[config.mk]
export PLATFORM = sky130hd
export DESIGN_NAME = multi_mode_frame_check
export DESIGN_NICKNAME = d
export VERILOG_FILES = /design/src/mfc_pkg.sv /design/src/mfc_fold.sv /design/src/multi_mode_frame_check.sv
export SDC_FILE = /design/constraint.sdc
export NUM_CORES = 1
export LEC_CHECK = 0
export BUFFER_PORTS_ARGS = -buffer_cell sky130_fd_sc_hd__buf_2
export CORE_UTILIZATION = 29
export CTS_BUF_LIST = sky130_fd_sc_hd__clkbuf_8
export CTS_CLUSTER_DIAMETER = 30
export CTS_CLUSTER_SIZE = 16
export DETAILED_ROUTE_END_ITERATION = 10
export PLACE_DENSITY = 0.43
export SYNTH_ARGS = -nofsm -noshare
export SYNTH_HDL_FRONTEND = slang
export SYNTH_SLANG_ARGS = --single-unit
[constraint.sdc]
create_clock -name clk -period 2.58 [get_ports clk]
set_clock_uncertainty 0.1 [all_clocks]
set_input_delay 0.387 -clock clk [delete_from_list [all_inputs] [get_ports clk]]
set_output_delay 0.387 -clock clk [all_outputs]
set_load 0.01 [all_outputs]
[src/mfc_pkg.sv]
`timescale 1ns / 1ps
// package for multi_mode_frame_check: payload structs, mode codes, start values
// no dependencies
package mfc_pkg;

	localparam logic [1:0] MODE_SUM   = 2'd0;
	localparam logic [1:0] MODE_CRC8  = 2'd1;
	localparam logic [1:0] MODE_CRC16 = 2'd2;
	localparam logic [1:0] MODE_CRC32 = 2'd3;

	localparam logic [7:0]  CRC8_POLY_REFL  = 8'h8C;
	localparam logic [31:0] CRC32_POLY_REFL = 32'hEDB88320;
	localparam logic [31:0] CRC32_INIT      = 32'hFFFFFFFF;
	localparam logic [31:0] CRC32_XOROUT    = 32'hFFFFFFFF;
	localparam logic [15:0] CRC16_INIT      = 16'h0000;

	typedef struct packed {
		logic [7:0] data_byte;
		logic       last_byte;
	} in_item_t;

	typedef struct packed {
		logic [31:0] check_value;
		logic [2:0]  check_bytes;
	} out_item_t;

	function automatic logic [31:0] start_value(input logic [1:0] mode);
		logic [31:0] v;
		case (mode)
			MODE_CRC32: v = CRC32_INIT;
			MODE_CRC16: v = {16'h0000, CRC16_INIT};
			default:    v = 32'h0000_0000;
		endcase
		return v;
	endfunction

endpackage

[src/mfc_fold.sv]
`timescale 1ns / 1ps
// byte fold for all four check modes plus result formatting on the last byte
// depends on mfc_pkg
module mfc_fold (
	input  logic [1:0]        mode,
	input  logic [31:0]       running,
	input  mfc_pkg::in_item_t item,
	output logic [31:0]       running_next,
	output mfc_pkg::out_item_t result
);

	logic [7:0]  sum8;
	logic [7:0]  crc8;
	logic [15:0] crc16;
	logic [7:0]  x16;
	logic [31:0] crc32;
	logic [31:0] folded;

	// bit loops unroll into xor networks, eight narrow steps each
	always_comb begin
		sum8 = running[7:0] + item.data_byte;

		crc8 = running[7:0] ^ item.data_byte;
		for (int k = 0; k < 8; k++) begin
			crc8 = crc8[0] ? ((crc8 >> 1) ^ mfc_pkg::CRC8_POLY_REFL) : (crc8 >> 1);
		end

		x16 = running[15:8] ^ item.data_byte;
		x16 = x16 ^ (x16 >> 4);
		crc16 = {running[7:0], 8'h00} ^ {x16[3:0], 12'h000} ^ {3'b000, x16, 5'b00000}
			^ {8'h00, x16};

		crc32 = running ^ {24'h000000, item.data_byte};
		for (int k = 0; k < 8; k++) begin
			crc32 = crc32[0] ? ((crc32 >> 1) ^ mfc_pkg::CRC32_POLY_REFL) : (crc32 >> 1);
		end
	end

	always_comb begin
		case (mode)
			mfc_pkg::MODE_SUM: begin
				folded = {24'h000000, sum8};
				result.check_value = {24'h000000, sum8};
				result.check_bytes = 3'd1;
			end
			mfc_pkg::MODE_CRC8: begin
				folded = {24'h000000, crc8};
				result.check_value = {24'h000000, crc8};
				result.check_bytes = 3'd1;
			end
			mfc_pkg::MODE_CRC16: begin
				folded = {16'h0000, crc16};
				result.check_value = {16'h0000, crc16};
				result.check_bytes = 3'd2;
			end
			default: begin
				folded = crc32;
				result.check_value = crc32 ^ mfc_pkg::CRC32_XOROUT;
				result.check_bytes = 3'd4;
			end
		endcase
		// a frame's last byte restarts the running value
		running_next = item.last_byte ? mfc_pkg::start_value(mode) : folded;
	end

endmodule

[src/multi_mode_frame_check.sv]
`timescale 1ns / 1ps
// Running frame check over a byte stream: additive checksum, reflected CRC-8 (poly 0x8C),
// CRC-16 XMODEM or reflected CRC-32, chosen by a 2-bit mode register. One byte is taken
// every clock cycle unless in_stall is high; a byte passes an input register, the
// combinational byte fold (unrolled eight-step xor networks for CRC-8 and CRC-32) and a
// result register, from which the result is offered. Only a byte flagged as last yields a
// result transaction, carrying the finished check (final xor applied, right aligned) and its byte
// count. Writing the mode register restarts the running value at the new mode's start value.
// depends on mfc_pkg and mfc_fold
module multi_mode_frame_check (
	input  logic               clk,
	input  logic               arst_n,
	input  logic               in_valid,
	output logic               in_stall,
	input  mfc_pkg::in_item_t  in_data,
	output logic               out_valid,
	input  logic               out_stall,
	output mfc_pkg::out_item_t out_data,
	input  logic               cfg_we,
	input  logic [1:0]         cfg_data
);

	logic               valid_s1;
	mfc_pkg::in_item_t  item_s1;
	logic [1:0]         mode_q;
	logic [31:0]        running_q;
	logic [31:0]        running_next;
	mfc_pkg::out_item_t result;
	logic               out_valid_q;
	mfc_pkg::out_item_t out_data_q;
	logic               advance;

	// result register free or being emptied this cycle
	assign advance  = !out_valid_q || !out_stall;
	assign in_stall = valid_s1 && !advance;

	always_ff @(posedge clk or negedge arst_n) begin
		if (!arst_n) begin
			valid_s1 <= 1'b0;
		end else if (!in_stall) begin
			valid_s1 <= in_valid;
		end
	end

	always_ff @(posedge clk) begin
		if (!in_stall && in_valid) begin
			item_s1 <= in_data;
		end
	end

	mfc_fold u_fold (
		.mode         (mode_q),
		.running      (running_q),
		.item         (item_s1),
		.running_next (running_next),
		.result       (result)
	);

	always_ff @(posedge clk or negedge arst_n) begin
		if (!arst_n) begin
			mode_q    <= mfc_pkg::MODE_SUM;
			running_q <= mfc_pkg::start_value(mfc_pkg::MODE_SUM);
		end else if (cfg_we) begin
			mode_q    <= cfg_data;
			running_q <= mfc_pkg::start_value(cfg_data);
		end else if (valid_s1 && advance) begin
			running_q <= running_next;
		end
	end

	always_ff @(posedge clk or negedge arst_n) begin
		if (!arst_n) begin
			out_valid_q <= 1'b0;
		end else if (advance) begin
			out_valid_q <= valid_s1 && item_s1.last_byte;
		end
	end

	always_ff @(posedge clk) begin
		if (advance && valid_s1 && item_s1.last_byte) begin
			out_data_q <= result;
		end
	end

	assign out_valid = out_valid_q;
	assign out_data  = out_data_q;

endmodule

### After elaboration in Yosys (flattened, before gate mapping)

Index checks and enable logic that the tools add are counted.

| word-level totals | value |
|---|---|
| output and inout bits | 37 |
| logic and storage cells | 72 |
| bits in registers | 80 |

| cells by class | value |
|---|---|
| multiplexer cells | 23 |
| reduce and logical (&&, ||, !) cells | 12 |
| equal/unequal tests | 4 |
| bitwise operators | 24 |
| add/sub/neg operators | 1 |

Operator list:

| cell | count |
|---|---|
| 2-to-1 mux 32 bit | 13 |
| inverter 13 -> 14 bit | 8 |
| case mux 35 bit (3 select lines) | 1 |
| case mux 32 bit (3 select lines) | 1 |
| 2-to-1 mux 8 bit | 8 |
| inverter 32 bit | 1 |
| XOR 32 x 8 -> 32 bit | 1 |
| inverter 2 -> 3 bit | 8 |
| XOR 16 x 13 -> 16 bit | 1 |
| XOR 16 bit | 1 |
| XOR 16 x 8 -> 16 bit | 1 |
| XOR 8 bit | 2 |
| adder 8 bit | 1 |
| XOR 8 x 4 -> 8 bit | 1 |
| equality test 2 bit (second input constant) | 3 |
| logical AND 1 bit | 5 |
| logical NOT 1 bit | 4 |
| equality test 2 x 1 -> 1 bit (second input constant) | 1 |
| logical NOT 2 bit | 1 |
| nonzero test 2 bit | 1 |
| logical OR 1 bit | 1 |

### Longest topological paths before layout

Gate-level depths: netlist of the first run.

| depth | value |
|---|---|
| word-level depth | 21 |
| mapped depth | 7 |
| gate-level depth less buffers | 7 |

### Cells and area by module

From an unflattened synthesis of the first run, not the netlist that was laid out.

| unflattened totals | value |
|---|---|
| cells, all modules | 489 |
| area, all modules | 5,167.5 um2 |

Modules (own cells, without submodules):

| module | area each (um2) | seq. area each (um2) | cells an instance | times used |
|---|---|---|---|---|
| multi_mode_frame_check | 3,054.2 | 2,222.1 | 197 | 1 |
| mfc_fold | 2,113.3 | 0.0 | 292 | 1 |

### Worst setup path after synthesis of the first run

No wires, ideal clock.

| timing path | value |
|---|---|
| path kind | register -> register |
| start | register item_s1[3] (netlist bit) |
| end | register out_data_q (netlist bit out_data[7]) (data pin) |
| slack | 0.313 ns |
| setup time | 0.260 ns |
| required time | 2.220 ns |
| cell stages (with the launch flop) | 8 |
| path buffers | 1 |
| period minus slack after synthesis | 2.267 ns |
| arrival | 1.907 ns |
| cells stage by stage | edfxtp_1 -> ha_1 -> buf_2 -> xnor2_1 -> xnor2_1 -> mux2i_1 -> xnor2_1 -> mux2_2 |

RTL lines:

| what | RTL line | RTL |
|---|---|---|
| start: declaration | multi_mode_frame_check.sv:24 | `mfc_pkg::in_item_t item_s1;` |
| start signal: assignment | multi_mode_frame_check.sv:47 | `item_s1 <= in_data;` |
| end signal: assignment | multi_mode_frame_check.sv:81 | `out_data_q <= result;` |
| end: declaration | multi_mode_frame_check.sv:30 | `mfc_pkg::out_item_t out_data_q;` |

==> impl_results.md, run 1 <==
* Status: complete, no violations
* Arrival time of data at the critical path endpoint at 2.46 ns
* CTS max path bufs at 2
* Overall Global Routing Usage at 0.191
* Crit Path Max Fanout at 8
* Mean Syn Cell Area at 10.7 um2
* Initial antenna violation count at 0
* Post-detailed-route count of antenna-violating nets at 0
* Largest net degree at the start of global routing at 37
* Number of distinct library cells after synthesis at 56
* Number of clock buffers inserted by TritonCTS at 9
* Final critical-path share of the clock period at 0.946
* Cell count after synthesis at 450
* Fin worst setup slack at 0.140 ns
* Crit-path cells: ha_1 -> buf_4 -> or3_1 -> o21ai_0 -> mux2i_1 -> a21oi_2 -> nor3_1
* IO Pins at 53
* Drt drc at 0
* Cell count after placement at 736
* Critical path data required time at 2.60 ns
* Wirelength per Cell at 21.0 um
* Clock tree from TritonCTS: done
* Routed via count at 3773
* Count of non-filler cells in the finished layout at 751
* Portion of total power attributed to combinational logic at 0.586
* HPWL Detailed at 11600 um
* Leading register cell type out of synthesis: sky130_fd_sc_hd__edfxtp_1
* Final count of negative-setup-slack endpoints at 0
* Internal power of the cells at 3990 uW
* Clock-pin slew of the registers on the worst-case setup and hold paths at 0.08 ns
* Critical path class: reg -> reg
* Count of buffers inserted at the top-level ports at 52
* Slew at the pin closest to its max-slew limit at 0.969 ns
* Final-layout fill cell count at 1619
* Worst slew margin at 0.354
* Horiz. Die Dim at 131 um
* Number of synthesis warnings at 0
* Area growth from synthesis to layout at 20.9%
* Highest attainable clock frequency at 0.410 GHz
* Cell area after synthesis at 4830 um2
* Clock latency of the later-clocked register in the worst-skew pair at 0.38 ns
* Maximum cell stage delay along the critical path at 0.50 ns
* Category of the worst setup path launch point: flop
* Switching power share of the total at 0.416
* Fraction of final layout cells with drive strength greater than 1 at 0.265
* Leftover overflow at the end of global routing at 0
* Deepest level of the CTS H-tree at 3
* Iter 0 DRT Violations at 227
* Sink count of the clock tree at 80
* Part of the total power dissipated in sequential elements at 0.267
* Proportion of power drawn by the clock network at 0.147
* Slowest-stage cell, CP: sky130_fd_sc_hd__ha_1
* Psw at 2850 uW
* Wire length reported by the detailed router at 15700 um
* Die Span Y at 131 um
* Post-synth EDFFs at 44
* Count of inserted antenna diode cells at 0
* VDD IR max at 385 uV
* Worst Hold Class: in -> async
* Weighted congestion reported at the end of routability-driven placement at 0.883
* Net count after synthesis at 474
* Maxcap violations at 0
* Number of storage elements in the synthesis netlist at 80
* Core outline area at 16100 um2
* Post-route minimum period at 2.44 ns
* First-pass GRT wire length at 24000 um
* Crit end category: flop
* Number of buffers inserted for hold repair after clock tree synthesis at 0
* Util after Layout at 0.364
* FP Rows at 46
* Number of endpoints with negative hold slack in the final report at 0
* Leakage power total at 0.00238 uW
* Async set-reset flop share out of synthesis at 0.450
* Power density normalized to cell area at 1170 nW/um2
* Clock root cell: sky130_fd_sc_hd__clkbuf_8
* Vias in the first global route at 3838
* Portion of the post-synthesis area used by sequential elements at 0.460
* Iteration count of the initial detailed-routing pass at 5
* Vias per inst at 5.02
* Worst setup slack before clock tree synthesis at -0.0358 ns
* Number of slew-limit violations in the final report at 0
* Initial cell density of the core at 0.301
* Die ar. at 17200 um2
* Setup repair after global routing missed its margin: false
* Final net count at 555
==> metal layers <==
metal | track usage | vias up | routed length (um)
li1 | - | 1750 | -
met1 | 0.257 | 1879 | 7400
met2 | 0.287 | 111 | 7030
met3 | 0.0289 | 33 | 603
met4 | 0.118 | 0 | 704
met5 | 0 | - | 0
==> metrics by stage <==
stage	TNS [ns]	area (um2)	power, uW	hold slack, ns
2_1_floorplan	0	4830	4520	-0.00859
3_3_place_gp	0	5600	5840	0.401
3_5_place_dp	-0.0358	5600	5810	0.416
4_1_cts	0	5820	6860	0.0512
5_1_grt	0	5840	7280	0.0612
6_report	0	5840	6840	0.0630
==> flip-flops by register name, indices dropped and copies added (netlist names) <==
register and cells:
valid_s1 1, out_data 35, running_q 32, mode_q 2
out_valid 1, item_s1 9
==> cell families (layout without fill, tap and decap cells) <==
group                      count (synthesis)  after routing  share of synthesized area
muxes                                      7              7                     0.0148
xor gates and xnor gates                 103            103                      0.223
AOI/OAI and AO/OA                        110            110                      0.151
DFF                                       80             80                      0.460
adders and majority gates                  8              8                     0.0223
and+or+nand+nor                          108            108                     0.0999
buffers and inverters                     34            119                     0.0295
==> worst paths after layout <==
kind / to / slack, ns / from / cells after the start
setup / recovery: out_data[9]$_DFFE_PP_ / 0.14 / item_s1[7]$_DFFE_PP_ / 7
hold / removal: running_q[30]$_DFFE_PN0P_ / 0.06 / arst_n / 1
setup reg to reg: out_data[9]$_DFFE_PP_ / 0.14 / item_s1[7]$_DFFE_PP_ / 7
hold reg to reg: out_valid$_DFFE_PN0N_ / 0.43 / out_valid$_DFFE_PN0N_ / 1
max in group asynchronous: running_q[6]$_DFFE_PN0P_ / 1.71 / arst_n / 1
min in group clk: item_s1[8]$_DFFE_PP_ / 0.08 / in_data[8] / 1
==> power groups by stage <==
stage | Sequential [uW] | Clock, uW | Combinational [uW]
final | 1830 | 1010 | 4010
after global routing | 1850 | 1070 | 4350
after CTS | 1830 | 1040 | 3990
after detailed placement | 1850 | 0 | 3960
after global placement | 1850 | 0 | 3990
after floorplan | 1840 | 0 | 2680
==> worst max-delay path, delay by kind of cell (launching register included) <==
kind                     cells  cell delay [ns]
flip-flops                   1             0.46
AND/OR/NAND/NOR              2             0.37
AO/OA/AOI/OAI                2             0.39
adder cells (fa/ha/maj)      1             0.50
buffers and inverters        1             0.22
multiplexers                 1             0.15
==> Yosys cell counts (all sizes together) (2+ instances only) <==
library cell,instances,area [um2]
a21oi,30,150
dfrtp,36,901
or2,2,12.5
o21ai,30,150
nand3,4,20.0
nand2,24,90.1
a211o,2,17.5
a31oi,6,37.5
a211oi,5,37.5
o221a,12,135
xnor2,73,673
buf,9,48.8
xor2,23,239
ha,7,87.6
clkbuf,19,71.3
nand2b,12,75.1
nor3,3,20.0
o211ai,3,22.5
nor4,2,12.5
xnor3,5,116
inv,6,22.5
a22oi,2,15.0
xor3,2,47.6
and2,5,31.3
and3,2,12.5
a21o,4,30.0
o22ai,2,12.5
a21boi,2,18.8
edfxtp,44,1320
mux2i,6,60.1
nor2,52,195
==> layout by cell type (no fill, tap or decap), types with 3 or more instances in the layout <==
master and n:
sky130_fd_sc_hd__inv_1 7, sky130_fd_sc_hd__xnor2_2 3, sky130_fd_sc_hd__o211ai_1 3, sky130_fd_sc_hd__and2_1 4, sky130_fd_sc_hd__nand2b_1 12, sky130_fd_sc_hd__o21ai_0 29
sky130_fd_sc_hd__buf_4 45, sky130_fd_sc_hd__nand2_1 24, sky130_fd_sc_hd__a31oi_1 5, sky130_fd_sc_hd__nor2_1 52, sky130_fd_sc_hd__nand3_1 4, sky130_fd_sc_hd__xor2_1 21
sky130_fd_sc_hd__a211oi_1 4, sky130_fd_sc_hd__edfxtp_1 44, sky130_fd_sc_hd__clkbuf_8 9, sky130_fd_sc_hd__dfrtp_1 36, sky130_fd_sc_hd__xnor3_1 4, sky130_fd_sc_hd__buf_2 52
sky130_fd_sc_hd__a21o_1 4, sky130_fd_sc_hd__mux2i_1 5, sky130_fd_sc_hd__ha_1 5, sky130_fd_sc_hd__o221a_2 12, sky130_fd_sc_hd__a21oi_1 29, sky130_fd_sc_hd__xnor2_1 69
==> cell type report <==
| type | count | area [um2] | area share |
|---|---|---|---|
| repair buffers | 98 | 618 | 0.106 |
| multi-input cells | 336 | 2510 | 0.430 |
| inverters | 6 | 22.5 | 0.00385 |
| flip-flops and latches | 80 | 2220 | 0.380 |
| clock buffers | 9 | 124 | 0.0212 |
| well taps | 216 | 270 | 0.0462 |
| clock inverters | 6 | 76.3 | 0.0131 |
==> repair_timing <==
| item | in CTS | in global routing |
|---|---|---|
| endpoints found under the hold margin | 0 | 0 |
| endpoints found under the setup margin | 3 | 5 |
| cloned | 0 | 0 |
| gates resized for setup | 3 | 5 |
| buffers inserted | 0 | 0 |
No activity file was read; power rests on OpenSTA's default activity.
==> run 2: changes to the inputs <==
Settings changed: GPL_TIMING_DRIVEN set to 0, PLACE_DENSITY 0.43 to 0.5.
==> run 2 against run 1 <==
The flow now finishes with violations (negative setup slack). Worst hold slack got worse by 0.036 ns. Sequential power barely moved. Setup slack worse by 0.14 ns. Combinational power down 3%. Final cell count shrank 1.9%. Largest power group unchanged.
==> impl_results.md, run 2 (synthesized netlist as in run 1, its figures left out) <==
* Category of the worst setup path launch point: flop (unchanged)
* Most frequent standard cell in the layout excluding fill and tap cells: sky130_fd_sc_hd__xnor2_1 (unchanged)
* Highest attainable clock frequency at 0.387 GHz (was 0.410 GHz)
* Clock tree from TritonCTS: done (unchanged)
* Number of endpoints with negative hold slack in the final report at 0 (unchanged)
* Horiz. Die Dim at 131 um (unchanged)
* Vias per inst at 5.02 (about the same)
* Count of buffers inserted at the top-level ports at 52 (unchanged)
* Critical path data required time at 2.61 ns (was 2.60 ns)
* Cell count after placement at 718 (was 736)
* Flip-flop count of the largest register after layout at 35 (unchanged)
* Critical path class: reg -> reg (unchanged)
* Clock latency of the later-clocked register in the worst-skew pair at 0.38 ns (about the same)
* Die ar. at 17200 um2 (unchanged)
* Number of clock buffers inserted by TritonCTS at 9 (unchanged)
* Fin worst setup slack at -0.00433 ns (was 0.140 ns)
* Drt drc at 0 (unchanged)
* Final-layout fill cell count at 1612 (was 1619)
* Top library cells by usage in the layout, fill and taps aside: sky130_fd_sc_hd__xnor2_1 (65), sky130_fd_sc_hd__buf_2 (54), sky130_fd_sc_hd__nor2_1 (52) (was sky130_fd_sc_hd__xnor2_1 (69), sky130_fd_sc_hd__nor2_1 (52), sky130_fd_sc_hd__buf_2 (52))
* FP Rows at 46 (unchanged)
* Wire length reported by the detailed router at 15100 um (was 15700 um)
* Crit-path cells: ha_1 -> buf_4 -> xnor2_2 -> xnor2_1 -> mux2i_1 -> xnor2_1 -> mux2_2 (was ha_1 -> buf_4 -> or3_1 -> o21ai_0 -> mux2i_1 -> a21oi_2 -> nor3_1)
* Leakage power total at 0.00228 uW (was 0.00238 uW)
* Die Span Y at 131 um (unchanged)
* Worst slew margin at 0.383 (was 0.354)
* Vias in the first global route at 3690 (was 3838)
* Overall Global Routing Usage at 0.182 (was 0.191)
* Reg-to-reg critical path startpoint: running_q[2]$_DFFE_PN0P_ (was item_s1[7]$_DFFE_PP_)
* Clock root cell: sky130_fd_sc_hd__clkbuf_8 (unchanged)
* Worst setup slack before clock tree synthesis at -0.229 ns (was -0.0358 ns)
* VDD IR max at 418 uV (was 385 uV)
* Sink count of the clock tree at 80 (unchanged)
* Number of buffers inserted for hold repair after clock tree synthesis at 0 (unchanged)
* Initial cell density of the core at 0.301 (unchanged)
* Depth of the worst register-to-register path at 7 (unchanged)
* Final net count at 540 (was 555)
* Number of slew-limit violations in the final report at 0 (unchanged)
* Hold_ws at 0.0271 ns (was 0.0630 ns)
* Leftover overflow at the end of global routing at 0 (unchanged)
* Final critical-path share of the clock period at 1.00 (was 0.946)
* Deepest level of the CTS H-tree at 3 (unchanged)
* Count of non-filler cells in the finished layout at 737 (was 751)
* Status: complete, but fails checks (was complete, no violations)
* Arrival time of data at the critical path endpoint at 2.61 ns (was 2.46 ns)
* Worst Hold Class: in -> async (unchanged)
* Cell with the most instances on the worst path: sky130_fd_sc_hd__xnor2_1
* Post-detailed-route count of antenna-violating nets at 0 (unchanged)
* Slew at the pin closest to its max-slew limit at 0.925 ns (was 0.969 ns)
* HPWL Detailed at 11500 um (was 11600 um)
* Iter 0 DRT Violations at 285 (was 227)
* Routed via count at 3697 (was 3773)
* Terminus of the critical flop-to-flop path: out_data[7]$_DFFE_PP_ (was out_data[9]$_DFFE_PP_)
* Core outline area at 16100 um2 (unchanged)
* Slowest-stage cell, CP: sky130_fd_sc_hd__dfrtp_1 (was sky130_fd_sc_hd__ha_1)
* Count of inserted antenna diode cells at 0 (unchanged)
* Post-route minimum period at 2.58 ns (was 2.44 ns)
* Maxcap violations at 0 (unchanged)
* Crit end category: flop (unchanged)
* Clock-pin slew of the registers on the worst-case setup and hold paths at 0.09 ns (was 0.08 ns)
* Power density normalized to cell area at 1190 nW/um2 (was 1170 nW/um2)
* CTS max path bufs at 2 (unchanged)
* Iteration count of the initial detailed-routing pass at 4 (was 5)
* Fraction of final layout cells with drive strength greater than 1 at 0.225 (was 0.265)
* Largest net degree at the start of global routing at 37 (unchanged)
* Area growth from synthesis to layout at 18.9% (was 20.9%)
* Initial antenna violation count at 0 (unchanged)
* IO Pins at 53 (unchanged)
* First-pass GRT wire length at 22900 um (was 24000 um)
* Maximum cell stage delay along the critical path at 0.46 ns (was 0.50 ns)
* Setup repair after global routing missed its margin: true (was false)
* Violated checks: negative setup slack
* Final count of negative-setup-slack endpoints at 1 (was 0)
* Weighted congestion reported at the end of routability-driven placement at 0.885 (was 0.883)
* Register-to-register setup slack at -0.004 ns (was 0.14 ns)
* Wirelength per Cell at 20.5 um (was 21.0 um)
* Crit Path Max Fanout at 10 (was 8)
[run 2: cell types whose count changed in the layout (fill, tap and decap cells not counted), sizes merged]
cell      before  now
buf           98   64
clkbuf         9   28
inv            7    6
bufinv         2    3
clkinvlp       0    1
[run 2: power breakdown]
group	total (uW)	switching (uW)	internal [uW]
Sequential	1840	204	1640
Combinational	3870	2210	1660
Clock	1150	511	644
Total	6870	2920	3940
[run 2: layout make-up]
cell class | count | area, um2 | share of cell area
plain buffers | 28 | 131 | 0.0229
clock buffers | 9 | 124 | 0.0216
clock inverters | 7 | 120 | 0.0209
inverters | 6 | 22.5 | 0.00392
multi-input cells | 336 | 2570 | 0.448
flip-flops and latches | 80 | 2220 | 0.387
well taps | 216 | 270 | 0.0470
repair buffers | 55 | 283 | 0.0492
[run 2: layer usage]
layer	track usage	routed length (um)	share of wire	up-vias
met2	0.275	6820	0.45	113
li1	-	-	-	1713
met4	0.0954	476	0.031	0
met3	0.0231	537	0.035	23
met1	0.253	7310	0.48	1848
met5	0	0	0	-
[run 2: timing repair]
| item | CTS | global route |
|---|---|---|
| gates resized for setup | 12 | 10 |
| setup buffers | 1 | 2 |
| endpoints found under the setup margin | 16 | 15 |
| pin swaps | 1 | 0 |
[run 2: worst max-delay path: cells and delay by family (launching register included)]
family,cells,cell delay (ns)
fa+ha+maj,1,0.37
flops,1,0.46
buf+inv,1,0.23
xor+xnor,3,0.72
mux,2,0.46
[run 2: worst max path at each step]
stage	startpoint	end	depth (start not counted)
floorplan	item_s1[3]$_DFFE_PP_	out_data[7]$_DFFE_PP_	7
global placement	item_s1[1]$_DFFE_PP_	out_data[5]$_DFFE_PP_	7
finish	running_q[2]$_DFFE_PN0P_	out_data[7]$_DFFE_PP_	7
CTS	item_s1[1]$_DFFE_PP_	out_data[5]$_DFFE_PP_	7
global route	running_q[3]$_DFFE_PN0P_	out_data[8]$_DFFE_PP_	7
detailed placement	item_s1[1]$_DFFE_PP_	out_data[5]$_DFFE_PP_	7
[run 2: stage by stage]
step / utilization / total power, uW / instance area, um2 / TNS [ns]
2_1_floorplan: - / 4520 / 4830 / 0
3_3_place_gp: 0.334 / 5540 / 5370 / -6.88
3_5_place_dp: 0.334 / 5540 / 5370 / -1.40
4_1_cts: 0.353 / 6790 / 5670 / -0.00333
5_1_grt: 0.358 / 7260 / 5750 / -0.417
6_report: 0.358 / 6870 / 5750 / -0.00433
